[config.mk]
export PLATFORM = sky130hd
export DESIGN_NAME = basic_line_lexer
export DESIGN_NICKNAME = d
export VERILOG_FILES = /design/src/rtl/lbl_pkg.sv /design/src/rtl/lbl_core.sv /design/src/rtl/lbl_outq.sv /design/src/rtl/basic_line_lexer.sv
export SDC_FILE = /design/constraint.sdc
export NUM_CORES = 1
export LEC_CHECK = 0
export BUFFER_PORTS_ARGS = -buffer_cell sky130_fd_sc_hd__buf_2
export CORE_MARGIN = 2
export CORE_UTILIZATION = 68
export CTS_CLUSTER_DIAMETER = 100
export CTS_CLUSTER_SIZE = 24
export DETAILED_ROUTE_END_ITERATION = 8
export HOLD_SLACK_MARGIN = 0.15
export PLACE_DENSITY = 0.95
export SYNTH_ARGS = -nofsm -noshare
export SYNTH_HDL_FRONTEND = slang
export SYNTH_SLANG_ARGS = --single-unit
[constraint.sdc]
create_clock -name clk -period 10.05 [get_ports clk]
set_input_delay 2.01 -clock clk [delete_from_list [all_inputs] [get_ports clk]]
set_output_delay 2.01 -clock clk [all_outputs]
set_load 0.02 [all_outputs]
[src/rtl/lbl_pkg.sv]
`timescale 1ns / 1ps
`default_nettype none
// ----------------------------------------------------------------------------
// lbl_pkg
// Shared types, token codes and keyword table for the BASIC line lexer.
// ----------------------------------------------------------------------------
package lbl_pkg;

  localparam int KW_CHARS  = 6;
  localparam int KW_COUNT  = 24;
  localparam logic [7:0] POS_CAP = 8'd255;
  localparam logic [30:0] INT_CAP = 31'h7FFF_FFFF;

  typedef enum logic [2:0] {
    M_IDLE, M_STRING, M_NUMBER, M_WORD, M_DOT, M_LT, M_GT
  } lbl_mode_t;

  localparam logic [5:0] K_END      = 6'd0;
  localparam logic [5:0] K_NUMBER   = 6'd1;
  localparam logic [5:0] K_STRING   = 6'd2;
  localparam logic [5:0] K_IDENT    = 6'd3;
  localparam logic [5:0] K_KEYWORD0 = 6'd4;
  localparam logic [5:0] K_PLUS     = 6'd28;
  localparam logic [5:0] K_MINUS    = 6'd29;
  localparam logic [5:0] K_STAR     = 6'd30;
  localparam logic [5:0] K_SLASH    = 6'd31;
  localparam logic [5:0] K_CARET    = 6'd32;
  localparam logic [5:0] K_LPAREN   = 6'd33;
  localparam logic [5:0] K_RPAREN   = 6'd34;
  localparam logic [5:0] K_COMMA    = 6'd35;
  localparam logic [5:0] K_SEMI     = 6'd36;
  localparam logic [5:0] K_COLON    = 6'd37;
  localparam logic [5:0] K_EQ       = 6'd38;
  localparam logic [5:0] K_NE       = 6'd39;
  localparam logic [5:0] K_LT       = 6'd40;
  localparam logic [5:0] K_LE       = 6'd41;
  localparam logic [5:0] K_GE       = 6'd42;
  localparam logic [5:0] K_GT       = 6'd43;

  typedef struct packed {
    logic [5:0]  kind;
    logic        has_dot;
    logic [30:0] int_value;
    logic [7:0]  text_start;
    logic [7:0]  text_length;
    logic [7:0]  token_total;
    logic        last;
  } tok_t;

  // Keyword text, first character in the top byte, zero padded.
  localparam logic [47:0] KW_NAME [KW_COUNT] = '{
    {"PRINT", 8'h0}, {"LET", 24'h0}, {"IF", 32'h0}, {"THEN", 16'h0},
    {"ELSE", 16'h0}, {"FOR", 24'h0}, {"TO", 32'h0}, {"STEP", 16'h0},
    {"NEXT", 16'h0}, {"GOTO", 16'h0}, {"GOSUB", 8'h0}, "RETURN",
    {"INPUT", 8'h0}, {"REM", 24'h0}, {"CLS", 24'h0}, "LOCATE",
    {"COLOR", 8'h0}, {"END", 24'h0}, {"LIST", 16'h0}, {"RUN", 24'h0},
    {"NEW", 24'h0}, {"SAVE", 16'h0}, {"LOAD", 16'h0}, "SYSTEM"
  };
  localparam logic [7:0] KW_LEN [KW_COUNT] = '{
    8'd5, 8'd3, 8'd2, 8'd4, 8'd4, 8'd3, 8'd2, 8'd4, 8'd4, 8'd4, 8'd5, 8'd6,
    8'd5, 8'd3, 8'd3, 8'd6, 8'd5, 8'd3, 8'd4, 8'd3, 8'd3, 8'd4, 8'd4, 8'd6
  };

  function automatic tok_t mk_tok(input logic [5:0] kind, input logic [7:0] start,
                                  input logic [7:0] len);
    tok_t t;
    t = '0;
    t.kind        = kind;
    t.text_start  = start;
    t.text_length = len;
    return t;
  endfunction

  function automatic logic [7:0] sat_inc(input logic [7:0] v);
    return (v < POS_CAP) ? v + 8'd1 : v;
  endfunction

  function automatic logic [7:0] upcase(input logic [7:0] c);
    return (c inside {[8'h61:8'h7A]}) ? c - 8'd32 : c;
  endfunction

  // Parallel compare of the held word against every keyword.
  function automatic logic [5:0] kw_kind(input logic [47:0] word, input logic [7:0] len);
    logic [5:0] k;
    k = K_IDENT;
    for (int i = KW_COUNT - 1; i >= 0; i--) begin
      if (word == KW_NAME[i] && len == KW_LEN[i]) k = K_KEYWORD0 + 6'(i);
    end
    return k;
  endfunction

endpackage
`default_nettype wire

[src/rtl/lbl_core.sv]
`timescale 1ns / 1ps
`default_nettype none
// ----------------------------------------------------------------------------
// lbl_core
// Lexer state and per-character step; yields up to two tokens per request.
// ----------------------------------------------------------------------------
module lbl_core import lbl_pkg::*; (
  input  wire logic       clk,
  input  wire logic       rst_n,
  input  wire logic       step,
  input  wire logic [7:0] ch,
  input  wire logic       line_end,
  output tok_t            tok0,
  output tok_t            tok1,
  output logic            push0,
  output logic            push1
);

  lbl_mode_t   mode_r, mode_nxt;
  logic [47:0] word_r, word_nxt;
  logic [7:0]  wlen_r, wlen_nxt;
  logic [7:0]  tstart_r, tstart_nxt;
  logic [7:0]  pos_r, pos_nxt;
  logic [30:0] accum_r, accum_nxt;
  logic        dot_r, dot_nxt;
  logic [7:0]  total_r, total_nxt;

  // Start-of-token decode for the current character.
  lbl_mode_t   sc_mode;
  logic        sc_v;
  tok_t        sc_tok;
  logic [7:0]  sc_tstart;
  logic        sc_setnum, sc_setword, sc_setstr;

  // Token that closes the pending one, and the one that follows it.
  logic        f_v, s_v, f_cnt, s_cnt;
  tok_t        f_tok, s_tok;
  logic        is_dig, is_alpha, is_wordc;
  logic [34:0] acc10;
  logic [7:0]  t_after_f;

  always_comb begin
    is_dig   = ch inside {[8'h30:8'h39]};
    is_alpha = ch inside {[8'h41:8'h5A], [8'h61:8'h7A]};
    is_wordc = is_alpha || is_dig || ch inside {8'h5F, 8'h24, 8'h25, 8'h21};
    acc10    = {1'b0, accum_r, 3'b000} + {3'b000, accum_r, 1'b0} + {31'd0, ch[3:0]};

    sc_mode    = M_IDLE;
    sc_v       = 1'b0;
    sc_tok     = mk_tok(K_PLUS, pos_r, 8'd1);
    sc_tstart  = pos_r;
    sc_setnum  = 1'b0;
    sc_setword = 1'b0;
    sc_setstr  = 1'b0;
    case (ch)
      8'h3F: begin sc_v = 1'b1; sc_tok.kind = K_KEYWORD0; end
      8'h22: begin sc_mode = M_STRING; sc_tstart = sat_inc(pos_r); sc_setstr = 1'b1; end
      8'h2E: sc_mode = M_DOT;
      8'h3C: sc_mode = M_LT;
      8'h3E: sc_mode = M_GT;
      8'h2B: begin sc_v = 1'b1; sc_tok.kind = K_PLUS;   end
      8'h2D: begin sc_v = 1'b1; sc_tok.kind = K_MINUS;  end
      8'h2A: begin sc_v = 1'b1; sc_tok.kind = K_STAR;   end
      8'h2F: begin sc_v = 1'b1; sc_tok.kind = K_SLASH;  end
      8'h5E: begin sc_v = 1'b1; sc_tok.kind = K_CARET;  end
      8'h28: begin sc_v = 1'b1; sc_tok.kind = K_LPAREN; end
      8'h29: begin sc_v = 1'b1; sc_tok.kind = K_RPAREN; end
      8'h2C: begin sc_v = 1'b1; sc_tok.kind = K_COMMA;  end
      8'h3B: begin sc_v = 1'b1; sc_tok.kind = K_SEMI;   end
      8'h3A: begin sc_v = 1'b1; sc_tok.kind = K_COLON;  end
      8'h3D: begin sc_v = 1'b1; sc_tok.kind = K_EQ;     end
      default: begin
        if (is_dig) begin
          sc_mode = M_NUMBER; sc_setnum = 1'b1;
        end else if (is_alpha || ch == 8'h5F) begin
          sc_mode = M_WORD; sc_setword = 1'b1;
        end
      end
    endcase

    mode_nxt   = mode_r;
    word_nxt   = word_r;
    wlen_nxt   = wlen_r;
    tstart_nxt = tstart_r;
    pos_nxt    = sat_inc(pos_r);
    accum_nxt  = accum_r;
    dot_nxt    = dot_r;
    f_v   = 1'b0;
    f_tok = mk_tok(K_LT, tstart_r, 8'd1);
    s_v   = 1'b0;
    s_tok = sc_tok;
    // Whether the next state comes from the start-of-token decode.
    begin : step_decode
      logic restart;
      restart = 1'b0;
      if (line_end) begin
        case (mode_r)
          M_STRING: begin f_v = 1'b1; f_tok = mk_tok(K_STRING, tstart_r, wlen_r); end
          M_NUMBER: begin
            f_v = 1'b1; f_tok = mk_tok(K_NUMBER, tstart_r, wlen_r);
            f_tok.has_dot = dot_r; f_tok.int_value = dot_r ? '0 : accum_r;
          end
          M_WORD:   begin f_v = 1'b1; f_tok = mk_tok(kw_kind(word_r, wlen_r), tstart_r, wlen_r); end
          M_LT:     f_v = 1'b1;
          M_GT:     begin f_v = 1'b1; f_tok.kind = K_GT; end
          default:  f_v = 1'b0;
        endcase
      end else begin
        case (mode_r)
          M_STRING: begin
            if (ch == 8'h22) begin
              f_v = 1'b1; f_tok = mk_tok(K_STRING, tstart_r, wlen_r); mode_nxt = M_IDLE;
            end else wlen_nxt = sat_inc(wlen_r);
          end
          M_NUMBER: begin
            if (is_dig) begin
              accum_nxt = (acc10 > {4'd0, INT_CAP}) ? INT_CAP : acc10[30:0];
              wlen_nxt  = sat_inc(wlen_r);
            end else if (ch == 8'h2E) begin
              dot_nxt = 1'b1; wlen_nxt = sat_inc(wlen_r);
            end else begin
              f_v = 1'b1; f_tok = mk_tok(K_NUMBER, tstart_r, wlen_r);
              f_tok.has_dot = dot_r; f_tok.int_value = dot_r ? '0 : accum_r;
              restart = 1'b1;
            end
          end
          M_WORD: begin
            if (is_wordc) begin
              if (wlen_r < 8'(KW_CHARS)) word_nxt[47 - 8*wlen_r[2:0] -: 8] = upcase(ch);
              wlen_nxt = sat_inc(wlen_r);
            end else begin
              f_v = 1'b1; f_tok = mk_tok(kw_kind(word_r, wlen_r), tstart_r, wlen_r);
              restart = 1'b1;
            end
          end
          M_DOT: begin
            if (is_dig) begin
              mode_nxt = M_NUMBER; dot_nxt = 1'b1; accum_nxt = '0; wlen_nxt = 8'd2;
            end else restart = 1'b1;
          end
          M_LT: begin
            if (ch == 8'h3E || ch == 8'h3D) begin
              f_v = 1'b1; f_tok = mk_tok((ch == 8'h3E) ? K_NE : K_LE, tstart_r, 8'd2);
              mode_nxt = M_IDLE;
            end else begin f_v = 1'b1; restart = 1'b1; end
          end
          M_GT: begin
            f_v = 1'b1;
            if (ch == 8'h3D) begin
              f_tok = mk_tok(K_GE, tstart_r, 8'd2); mode_nxt = M_IDLE;
            end else begin f_tok.kind = K_GT; restart = 1'b1; end
          end
          default: restart = 1'b1;
        endcase
      end
      if (restart) begin
        s_v        = sc_v;
        mode_nxt   = sc_mode;
        tstart_nxt = sc_tstart;
        if (sc_setstr) wlen_nxt = 8'd0;
        if (sc_setnum) begin
          wlen_nxt = 8'd1; dot_nxt = 1'b0; accum_nxt = {27'd0, ch[3:0]};
        end
        if (sc_setword) begin
          wlen_nxt = 8'd1; word_nxt = {upcase(ch), 40'd0};
        end
      end
    end

    f_cnt     = f_v;
    t_after_f = (f_cnt && total_r != 8'd255) ? total_r + 8'd1 : total_r;
    if (line_end) begin
      s_v   = 1'b1;
      s_tok = '0;
      s_tok.token_total = t_after_f;
    end
    s_cnt     = s_v && !line_end;
    total_nxt = (s_cnt && t_after_f != 8'd255) ? t_after_f + 8'd1 : t_after_f;

    if (f_v) begin
      tok0 = f_tok; tok0.last = !s_v;
      tok1 = s_tok; tok1.last = 1'b1;
    end else begin
      tok0 = s_tok; tok0.last = 1'b1;
      tok1 = s_tok; tok1.last = 1'b1;
    end
    push0 = step && (f_v || s_v);
    push1 = step && f_v && s_v;
  end

  always_ff @(posedge clk) begin
    if (!rst_n) begin
      mode_r   <= M_IDLE;
      word_r   <= '0;
      wlen_r   <= '0;
      tstart_r <= '0;
      pos_r    <= '0;
      accum_r  <= '0;
      dot_r    <= 1'b0;
      total_r  <= '0;
    end else if (step) begin
      if (line_end) begin
        // A line end returns every piece of line state to its reset value.
        mode_r   <= M_IDLE;
        word_r   <= '0;
        wlen_r   <= '0;
        tstart_r <= '0;
        pos_r    <= '0;
        accum_r  <= '0;
        dot_r    <= 1'b0;
        total_r  <= '0;
      end else begin
        mode_r   <= mode_nxt;
        word_r   <= word_nxt;
        wlen_r   <= wlen_nxt;
        tstart_r <= tstart_nxt;
        pos_r    <= pos_nxt;
        accum_r  <= accum_nxt;
        dot_r    <= dot_nxt;
        total_r  <= total_nxt;
      end
    end
  end

  a_two_needs_one: assert property (@(posedge clk) disable iff (!rst_n)
    push1 |-> push0) else $error("second token pushed without first");
  a_end_single: assert property (@(posedge clk) disable iff (!rst_n)
    (step && line_end) |-> push0) else $error("line end produced no end token");
  a_pos_reset: assert property (@(posedge clk) disable iff (!rst_n)
    (step && line_end) |=> pos_r == 8'd0) else $error("position not cleared at line end");

endmodule
`default_nettype wire

[src/rtl/lbl_outq.sv]
`timescale 1ns / 1ps
`default_nettype none
// ----------------------------------------------------------------------------
// lbl_outq
// Four-entry token queue: takes up to two tokens a cycle, delivers one when popped.
// ----------------------------------------------------------------------------
module lbl_outq import lbl_pkg::*; (
  input  wire logic clk,
  input  wire logic rst_n,
  input  wire logic push0,
  input  wire logic push1,
  input  wire tok_t tok0,
  input  wire tok_t tok1,
  output logic      room2,
  output logic      q_valid,
  input  wire logic q_pop,
  output tok_t      q_tok
);

  tok_t       mem_r [4];
  logic [1:0] wr_r, wr_nxt, rd_r, rd_nxt;
  logic [2:0] cnt_r, cnt_nxt;
  logic       pop;

  assign q_valid = cnt_r != 3'd0;
  assign room2   = cnt_r <= 3'd2;
  assign q_tok   = mem_r[rd_r];
  assign pop     = q_valid && q_pop;

  always_comb begin
    wr_nxt  = wr_r + {1'b0, push0} + {1'b0, push1};
    rd_nxt  = rd_r + {1'b0, pop};
    cnt_nxt = cnt_r + {2'd0, push0} + {2'd0, push1} - {2'd0, pop};
  end

  always_ff @(posedge clk) begin
    if (push0) mem_r[wr_r] <= tok0;
    if (push1) mem_r[wr_r + 2'd1] <= tok1;
  end

  always_ff @(posedge clk) begin
    if (!rst_n) begin
      wr_r  <= '0;
      rd_r  <= '0;
      cnt_r <= '0;
    end else begin
      wr_r  <= wr_nxt;
      rd_r  <= rd_nxt;
      cnt_r <= cnt_nxt;
    end
  end

  a_no_overflow: assert property (@(posedge clk) disable iff (!rst_n)
    cnt_r <= 3'd4) else $error("token queue overflow");
  a_push_room: assert property (@(posedge clk) disable iff (!rst_n)
    push0 |-> room2) else $error("push without room");
  a_ptr_gap: assert property (@(posedge clk) disable iff (!rst_n)
    (cnt_r != 3'd4) |-> (cnt_r[1:0] == (wr_r - rd_r))) else $error("queue count mismatch");

endmodule
`default_nettype wire

[src/rtl/basic_line_lexer.sv]
`timescale 1ns / 1ps
`default_nettype none
// ----------------------------------------------------------------------------
// basic_line_lexer
// Lexes a BASIC source line one character per request into tokens.
// ----------------------------------------------------------------------------
// One character or line-end request is taken per clock; each updates the lexer
// state and yields zero, one or two tokens, which enter a four-entry queue in
// front of the output. The output delivers one token per cycle while out_ready
// is high, so input is held off only while the queue has fewer than two free
// entries, for example after a run of two-token requests under output stall.
// Tokens are written into the queue on acceptance and leave it in order.
module basic_line_lexer import lbl_pkg::*; (
  input  wire logic        clk,
  input  wire logic        rst_n,
  input  wire logic        in_valid,
  output logic             in_ready,
  input  wire logic [7:0]  in_ch,
  input  wire logic        in_line_end,
  output logic             out_valid,
  input  wire logic        out_ready,
  output logic [5:0]       out_token_kind,
  output logic             out_has_dot,
  output logic [30:0]      out_int_value,
  output logic [7:0]       out_text_start,
  output logic [7:0]       out_text_length,
  output logic [7:0]       out_token_total,
  output logic             out_last
);

  tok_t tok0, tok1, q_tok;
  logic push0, push1, room2, step;

  assign in_ready = room2;
  assign step     = in_valid && room2;

  lbl_core u_core (
    .clk, .rst_n, .step, .ch(in_ch), .line_end(in_line_end),
    .tok0, .tok1, .push0, .push1
  );

  lbl_outq u_outq (
    .clk, .rst_n, .push0, .push1, .tok0, .tok1, .room2,
    .q_valid(out_valid), .q_pop(out_ready), .q_tok
  );

  assign out_token_kind  = q_tok.kind;
  assign out_has_dot     = q_tok.has_dot;
  assign out_int_value   = q_tok.int_value;
  assign out_text_start  = q_tok.text_start;
  assign out_text_length = q_tok.text_length;
  assign out_token_total = q_tok.token_total;
  assign out_last        = q_tok.last;

endmodule
`default_nettype wire

Yosys cells after proc, flatten, opt, wreduce, memory -nomap -nowiden --
Memories as Yosys holds them, arrays and structs flattened. A register that Yosys moved wholly into a read port is not among the register bits. Cells that the tools add are included.
Cells by class: add/subtract/negate cells 16, $lt $le $gt $ge 11, equality and inequality tests 61, shift operators 2, mux-type cells 117, reductions and logical operators 54
Operators with widths (number):
- $eq A48 B47 Y1 const B | 24
- $mux W63 | 7
- $pmux W63 S5 | 1
- $mux W48 | 6
- $mux W31 | 7
- $mux W8 | 20
- $eq A8 B6 Y1 const B | 18
- $pmux W57 S2 | 1
- $mux W6 | 18
- $pmux W6 S11 | 1
- $pmux W31 S2 | 1
- $mux W61 | 1
- $shift A8 B34 Y55 const A | 1
- $shiftx A8 B34 Y55 | 1
- $bwmux W48 | 1
- $add A34 B32 Y35 | 1
- $add A35 B4 Y35 | 1
- $gt A35 B31 Y1 const B | 1
- $logic_and A1 B1 Y1 | 35
- $neg A32 Y34 | 1
- $add A8 B1 Y8 const B | 4
- $pmux W8 S4 | 1
- $mux W5 | 6
- $mux W1 | 29
- 43 further kinds | 74
Word-level totals: bits in registers 122, bits in writable memories 252, input port bits 13, memories 1
Memory list:
- u_outq.mem_r | words 4, width 63, rd ports 1, clocked after memory_dff 1, write ports 2, RTL line lbl_outq.sv:20 | tok_t mem_r [4];

Depth between registers and ports, before layout --
Gate-level depths: netlist of run 1.
depth after elaboration 30, depth in mapped cells 16

Modules after synthesis --
A second synthesis of run 1 with hierarchy kept.
Unflattened totals: cells, all modules 2124, area, all modules 23959.2 um^2
By module, submodules not included:
- lbl_outq | times used 1, cells each 652, area an instance 13192.7 um^2, seq. area each 7707.4 um^2
- lbl_core | times used 1, cells each 1471, area an instance 10760.3 um^2, seq. area each 2302.2 um^2
- basic_line_lexer | times used 1, cells each 1, area an instance 6.3 um^2, seq. area each 0.0 um^2

Least setup slack after synthesis of run 1 --
No wires, ideal clock.
path kind input to register, start input port in_ch[3], end register u_core.accum_r[5], setup time 0.114 ns, arrival 5.219 ns, setup slack 4.717 ns, stages on the path 14, buffers on the path 1, path through fa_1 -> inv_1 -> fa_1 -> nor2b_1 -> o2111ai_1 -> and3_1 -> o21a_1 -> nor4_1 -> or3_1 -> o211ai_1 -> a211oi_1 -> clkbuf_1 -> a21oi_1 -> a21o_1
Between the ends: cells in the longest elaborated chain, start to end 10
Ends and longest elaborated chain:
- start, declared | RTL line basic_line_lexer.sv:18 | input wire logic [7:0] in_ch,
- parallel branches: the longest is 8 deep, another holds $add A35 B4 Y35
- $mux W31 (*) | RTL line lbl_core.sv:156 | if (restart) begin
- $mux W31 (*) | RTL line lbl_core.sv:202 | if (line_end) begin
- end signal, assigned | RTL line lbl_core.sv:218 | accum_r <= accum_nxt;
- end, declared | RTL line lbl_core.sv:24 | logic [30:0] accum_r, accum_nxt;
Every way passes the cells marked *. A chain may end at the register's enable or synchronous reset.

==> results.toml, run 1 <==
[status]
outcome = "finished clean"

[routing]
wl_met3_um = 7450
num_vias = 19500
maxUsedRoutingLayer = "met4"
drc = 0
wirelength_um = 62100
post_drt_via_cell_ratio = 7.32
drt-wirelength-per-cell_um = 23.3
drt_iter0_markers = 3465
m1WireLength_um = 23100
drt_first_pass_iters = 6
drtAntennaViolNets = 0
dr_wl_met2_um = 28800

[clock_network]
clk_pin_slew_ns = 0.09
post_cts_buffers = 0
clockBufferDepth = 3
cts_resized = 0
clk_latency_ns = 0.56
cts_tree = "yes"
htreeDepth = 1
cts_buffers = 19
cts-root-buf = "clkbuf_16"
cts_hold_buf = 0
cts.sinks = 374

[die]
core_area_um2 = 29900
die_area_um2 = 31900
io_pins = 78
fp.dieH_um = 179
initial_core_util = 0.694
die_w_um = 179
rows = 63

[critical_path]
regToRegStartpoint = "u_core.mode_r[1]"
critical_path_required_ns = 10.21
worst_path_largest_cell_delay_ns = 1.24
crit_path_end_kind = "flip-flop"
cp_top_family = "simple AND/OR/NAND/NOR gates"
crit_slowest_cell = "nand2_1"
cp-startpoint = "in_ch[3]"
worstPathCellList = "buf_2 > o21ai_1 > and2_1 > buf_4 > nor4_1 > nand3_1 > a21oi_2 > nor2_2 > or3_1 > inv_2 > nand2_2 > nand2_1"
critPathLaunchType = "input port"
reg2reg_slack_ns = 4.29
cp.buffers_inverters = 3
crit_type = "input port to flip-flop"
worst-path-max-fanout = 49
crit_arrival_ns = 7.06

[power_and_ir_drop]
power_mw = 3.16
ir_drop_mv = 0.142
power_density_nw_per_um2 = 146
leakage_nw = 7.75

[layout]
utilization = 0.727
final_design_area_no_fill_um2 = 21700
multiInputGateArea_um2 = 11600
final_cell_mix = "280 x dfxtp_1, 244 x o21ai_0, 216 x nand3_1"
layout.nets = 2366
area.growth.synth_to_final_pct = 4.63
instances_no_fill = 2669
final_layout_size_suffix_gt1_frac = 0.105
regArea_um2 = 8410
diodes = 0
n_fill_cell = 2047
mostFrequentLayoutCell = "dfxtp_1"

[sta]
skew_ns = 0.0284
final.setup.tns_ns = 0
post-route-period-util = 0.687
whs_ns = 0.470
final_hold_viol_count = 0
maxSlewViolCount = 0
tightest_slew_ns = 1.38
relSlewSlack = 0.0766
finalSetupViolations = 0
min_period_ns = 6.90
rsz0062_at_grt = "no"
setup_ws_ns = 3.15
max_freq_mhz = 145

[global_route]
grt_pass1_wl_um = 96600
grt_max_degree = 91
grt_pass1_vias = 18500
antenna_found_initial = 0
grt_overflow = 0
track_usage = 0.379

[synth]
syn_area_um2 = 20700
ys_warn_count = 0
synth.avg_cell_area_um2 = 9.02
synthFlopType = "dfxtp_1"
synth_edf_count = 92
synth_nets = 2394
synth_cells = 2300
synth_seq_cells = 374
ys_seq_area_frac = 0.405
yosysUniqueCellTypes = 99
ys_async_sr_fraction = 0

[placement]
placed_area_um2 = 21200
placed_cells = 2641
place.gp.congestion = 1.01
dp_slack_ns = 2.81
hpwl_um = 42000
port_buffers = 77

[job]
cap_violations = 0

[hold_path]
worstHoldStart = "u_core.word_r[5]"
hold_class = "flip-flop to flip-flop"
-- flip-flops by register name, indices dropped and copies added, names as in the netlist --
register         flops
u_core.accum_r      31
u_core.dot_r         1
u_core.mode_r        3
u_core.pos_r         8
u_core.total_r       8
u_core.tstart_r      8
u_core.wlen_r        8
u_core.word_r       48
u_outq.cnt_r         3
u_outq.mem_r       252
u_outq.rd_r          2
u_outq.wr_r          2
-- final timing paths --
kind | cells after the start | to
min | 2 | u_core.word_r[5]
max | 12 | u_outq.mem_r[3][19]
max reg2reg | 10 | u_outq.mem_r[3][19]
min reg2reg | 2 | u_core.word_r[5]
-- where the power goes --
part | total (mW) | internal (mW) | switching [mW]
Combinational | 0.661 | 0.225 | 0.436
Sequential | 1.65 | 1.58 | 0.0617
Clock | 0.852 | 0.362 | 0.491
Total | 3.16 | 2.17 | 0.989
-- layer usage --
metal  track usage  up-vias
met2         0.612     1451
li1              -     8540
met4         0.159        0
met5             0        -
met1         0.506     9265
met3        0.0653      282
-- logic make-up (layout without fill, tap and decap cells) --
logic type | count (synthesis) | count (layout) | share of synthesized area
DFF | 374 | 374 | 0.405
and+or+nand+nor | 897 | 897 | 0.216
xor gates and xnor gates | 42 | 42 | 0.0181
AOI/OAI and AO/OA | 640 | 640 | 0.197
adders and majority gates | 81 | 81 | 0.0507
muxes | 75 | 75 | 0.0746
buffers and inverters | 191 | 170 | 0.0383
-- synth_stat cells, drive strengths merged, types with 14 or more instances --
master  number  share of area
o22ai       33          0.010
ha          76          0.046
nand4       18         0.0054
nand3      217          0.053
o21ai      262          0.065
buf         52          0.013
a22o        36          0.015
nand2      216          0.039
o211ai      17         0.0066
a31oi       14         0.0042
edfxtp      92           0.13
o21a        18         0.0065
nor2b       26         0.0078
a211oi      19         0.0077
a22oi       16         0.0058
nor2       187          0.034
nand2b      18         0.0054
nor4        22         0.0087
and2        18         0.0054
xor2        16         0.0071
xnor2       26          0.011
inv         44         0.0080
and3        25         0.0075
clkbuf      94          0.017
mux4        63          0.068
a21o        26         0.0094
nor3        72          0.017
dfxtp      282           0.27
a21oi      110          0.027
-- tightest hold or removal path, stage by stage (launching register included) --
cell and delay, ns:
dfxtp_1 0.34, nand2_1 0.05, o21ai_0 0.06
-- final cells by class --
type                    count  share of cell area
multi-input cells        1735               0.533
repair buffers             97              0.0247
clock inverters             2            0.000807
inverters                  45             0.00778
clock buffers              26              0.0236
flip-flops and latches    374               0.388
well taps                 390              0.0225
Note: power is estimated with default switching activity, not from simulation.
==> inputs of run 2 (changes only) <==
--- a/config.mk
+++ b/config.mk
@@ -7,12 +7,12 @@
 export LEC_CHECK = 0
 export BUFFER_PORTS_ARGS = -buffer_cell sky130_fd_sc_hd__buf_2
 export CORE_MARGIN = 2
-export CORE_UTILIZATION = 68
+export CORE_UTILIZATION = 63
 export CTS_CLUSTER_DIAMETER = 100
 export CTS_CLUSTER_SIZE = 24
 export DETAILED_ROUTE_END_ITERATION = 8
 export HOLD_SLACK_MARGIN = 0.15
-export PLACE_DENSITY = 0.95
+export PLACE_DENSITY = 0.9
 export SYNTH_ARGS = -nofsm -noshare
 export SYNTH_HDL_FRONTEND = slang
 export SYNTH_SLANG_ARGS = --single-unit
==> constraint.sdc (replaced) <==
create_clock -name clk -period 6.5 [get_ports clk]
set_input_delay 1.3 -clock clk [delete_from_list [all_inputs] [get_ports clk]]
set_output_delay 1.3 -clock clk [all_outputs]
set_load 0.02 [all_outputs]
==> results.toml, run 2 (synthesized netlist as in run 1, its figures left out) <==
[placement]
hpwl_um = 42400
placed_cells = 2700
dp_slack_ns = 0.958
place.gp.congestion = 1.01
port_buffers = 77

[layout]
layout.nets = 2374
n_fill_cell = 2524
instances_no_fill = 2729
reg_top3 = "u_outq.mem_r: 252 flops, u_core.word_r: 48 flops, u_core.accum_r: 31 flops"
utilization = 0.674
diodes = 0
mostFrequentLayoutCell = "dfxtp_1"
final_layout_size_suffix_gt1_frac = 0.108
final_cell_mix = "280 x dfxtp_1, 244 x o21ai_0, 216 x nand3_1"
area.growth.synth_to_final_pct = 5.44
largest_register_ffs = 252
regMostFlops = "u_outq.mem_r"
multiInputGateArea_um2 = 11600
regArea_um2 = 8410

[routing]
drt_iter0_markers = 2638
num_vias = 18900
drt_first_pass_iters = 7
wirelength_um = 60100
post_drt_via_cell_ratio = 6.94
drt-wirelength-per-cell_um = 22.0
drc = 0
drtAntennaViolNets = 0

[die]
initial_core_util = 0.639
rows = 66
die_area_um2 = 34400
fp.dieH_um = 185
core_area_um2 = 32500
die_w_um = 185
io_pins = 78

[critical_path]
reg2regPathDepth = 14
crit_path_end_kind = "flip-flop"
crit_arrival_ns = 5.48
critPathLaunchType = "input port"
reg2reg_slack_ns = 1.84
worst-path-max-fanout = 17
regToRegStartpoint = "u_core.mode_r[1]"
critical_path_required_ns = 6.94
cp-startpoint = "in_ch[3]"
endpoint = "u_outq.cnt_r[2]"
r2r_end = "u_outq.cnt_r[2]"
crit_type = "input port to flip-flop"

[hold_path]
hold_class = "flip-flop to flip-flop"
worstHoldStart = "u_core.word_r[5]"

[power_and_ir_drop]
swShare = 0.312
power_mw = 4.93
power_density_nw_per_um2 = 225
power_frac_seq = 0.521
p_sw_mw = 1.54
p_clk_frac = 0.280
leakage_nw = 7.81
ir_drop_mv = 0.232
combPwrFrac = 0.200
p_int_mw = 3.39

[clock_network]
cts.sinks = 374
cts_tree = "yes"
htreeDepth = 1
cts_hold_buf = 0
clk_latency_ns = 0.56
clk_pin_slew_ns = 0.10
cts_buffers = 20
cts_resized = 0
clockBufferDepth = 3
post_cts_buffers = 0
cts-root-buf = "clkbuf_16"

[global_route]
track_usage = 0.344
grt_max_degree = 84
grt_pass1_vias = 17800
grt_overflow = 0
antenna_found_initial = 0
grt_pass1_wl_um = 94400

[status]
outcome = "finished clean"

[sta]
setup_ws_ns = 1.46
rsz0062_at_grt = "no"
relSlewSlack = 0.236
max_freq_mhz = 198
post-route-period-util = 0.775
finalSetupViolations = 0
final_hold_viol_count = 0
skew_ns = 0.0352
tightest_slew_ns = 1.14
min_period_ns = 5.04
maxSlewViolCount = 0
final.setup.tns_ns = 0

[job]
cap_violations = 0
==> run 2: power groups by stage <==
stage	clock network [mW]	registers, mW	logic, mW
4_1_cts	1.37	2.57	0.970
3_5_place_dp	0	2.62	0.964
2_1_floorplan	0	2.52	0.779
3_3_place_gp	0	2.62	0.951
5_1_grt	1.45	2.58	1.05
6_report	1.38	2.57	0.985
==> run 2: cell type report <==
class                           count  share of cell area
Inverter                           45             0.00772
Timing Repair Buffer              104              0.0269
Multi-Input combinational cell   1735               0.529
Clock buffer                       26              0.0239
Sequential cell                   374               0.385
Clock inverter                      3             0.00257
Tap cell                          442              0.0253
==> run 2: stage by stage <==
step | area, um^2 | hold WS [ns]
after global placement | 21300 | 0.439
final | 21900 | 0.476
after CTS | 21900 | 0.467
after floorplan | 20700 | 0.426
after global routing | 21900 | 0.497
after detailed placement | 21300 | 0.446
==> run 2: worst min-delay path by stage <==
stage	cells past startpoint	slack (ns)	endpoint
after detailed placement	2	0.45	u_core.word_r[5]
after floorplan	2	0.43	u_core.word_r[7]
final	2	0.48	u_core.word_r[5]
after global routing	2	0.50	u_core.word_r[5]
after global placement	2	0.44	u_core.word_r[4]
after CTS	2	0.47	u_core.word_r[5]
==> run 2: routing by layer <==
metal	share of wire	GRT usage	vias up
met1	0.40	0.476	9090
li1	-	-	8539
met5	0	0	-
met4	0.032	0.116	0
met2	0.46	0.550	1157
met3	0.10	0.0548	159
==> run 2: critical path, stage by stage <==
cell     delay [ns]
buf_2          0.24
or4_1          0.56
o21ai_1        0.25
or3_1          0.21
nand3_1        0.47
a21oi_2        0.51
nor2_2         0.10
a21oi_2        0.29
inv_2          0.11
ha_1           0.29
inv_1          0.05
fa_1           0.45
fa_1           0.42
xor2_1         0.17
nor2_1         0.05
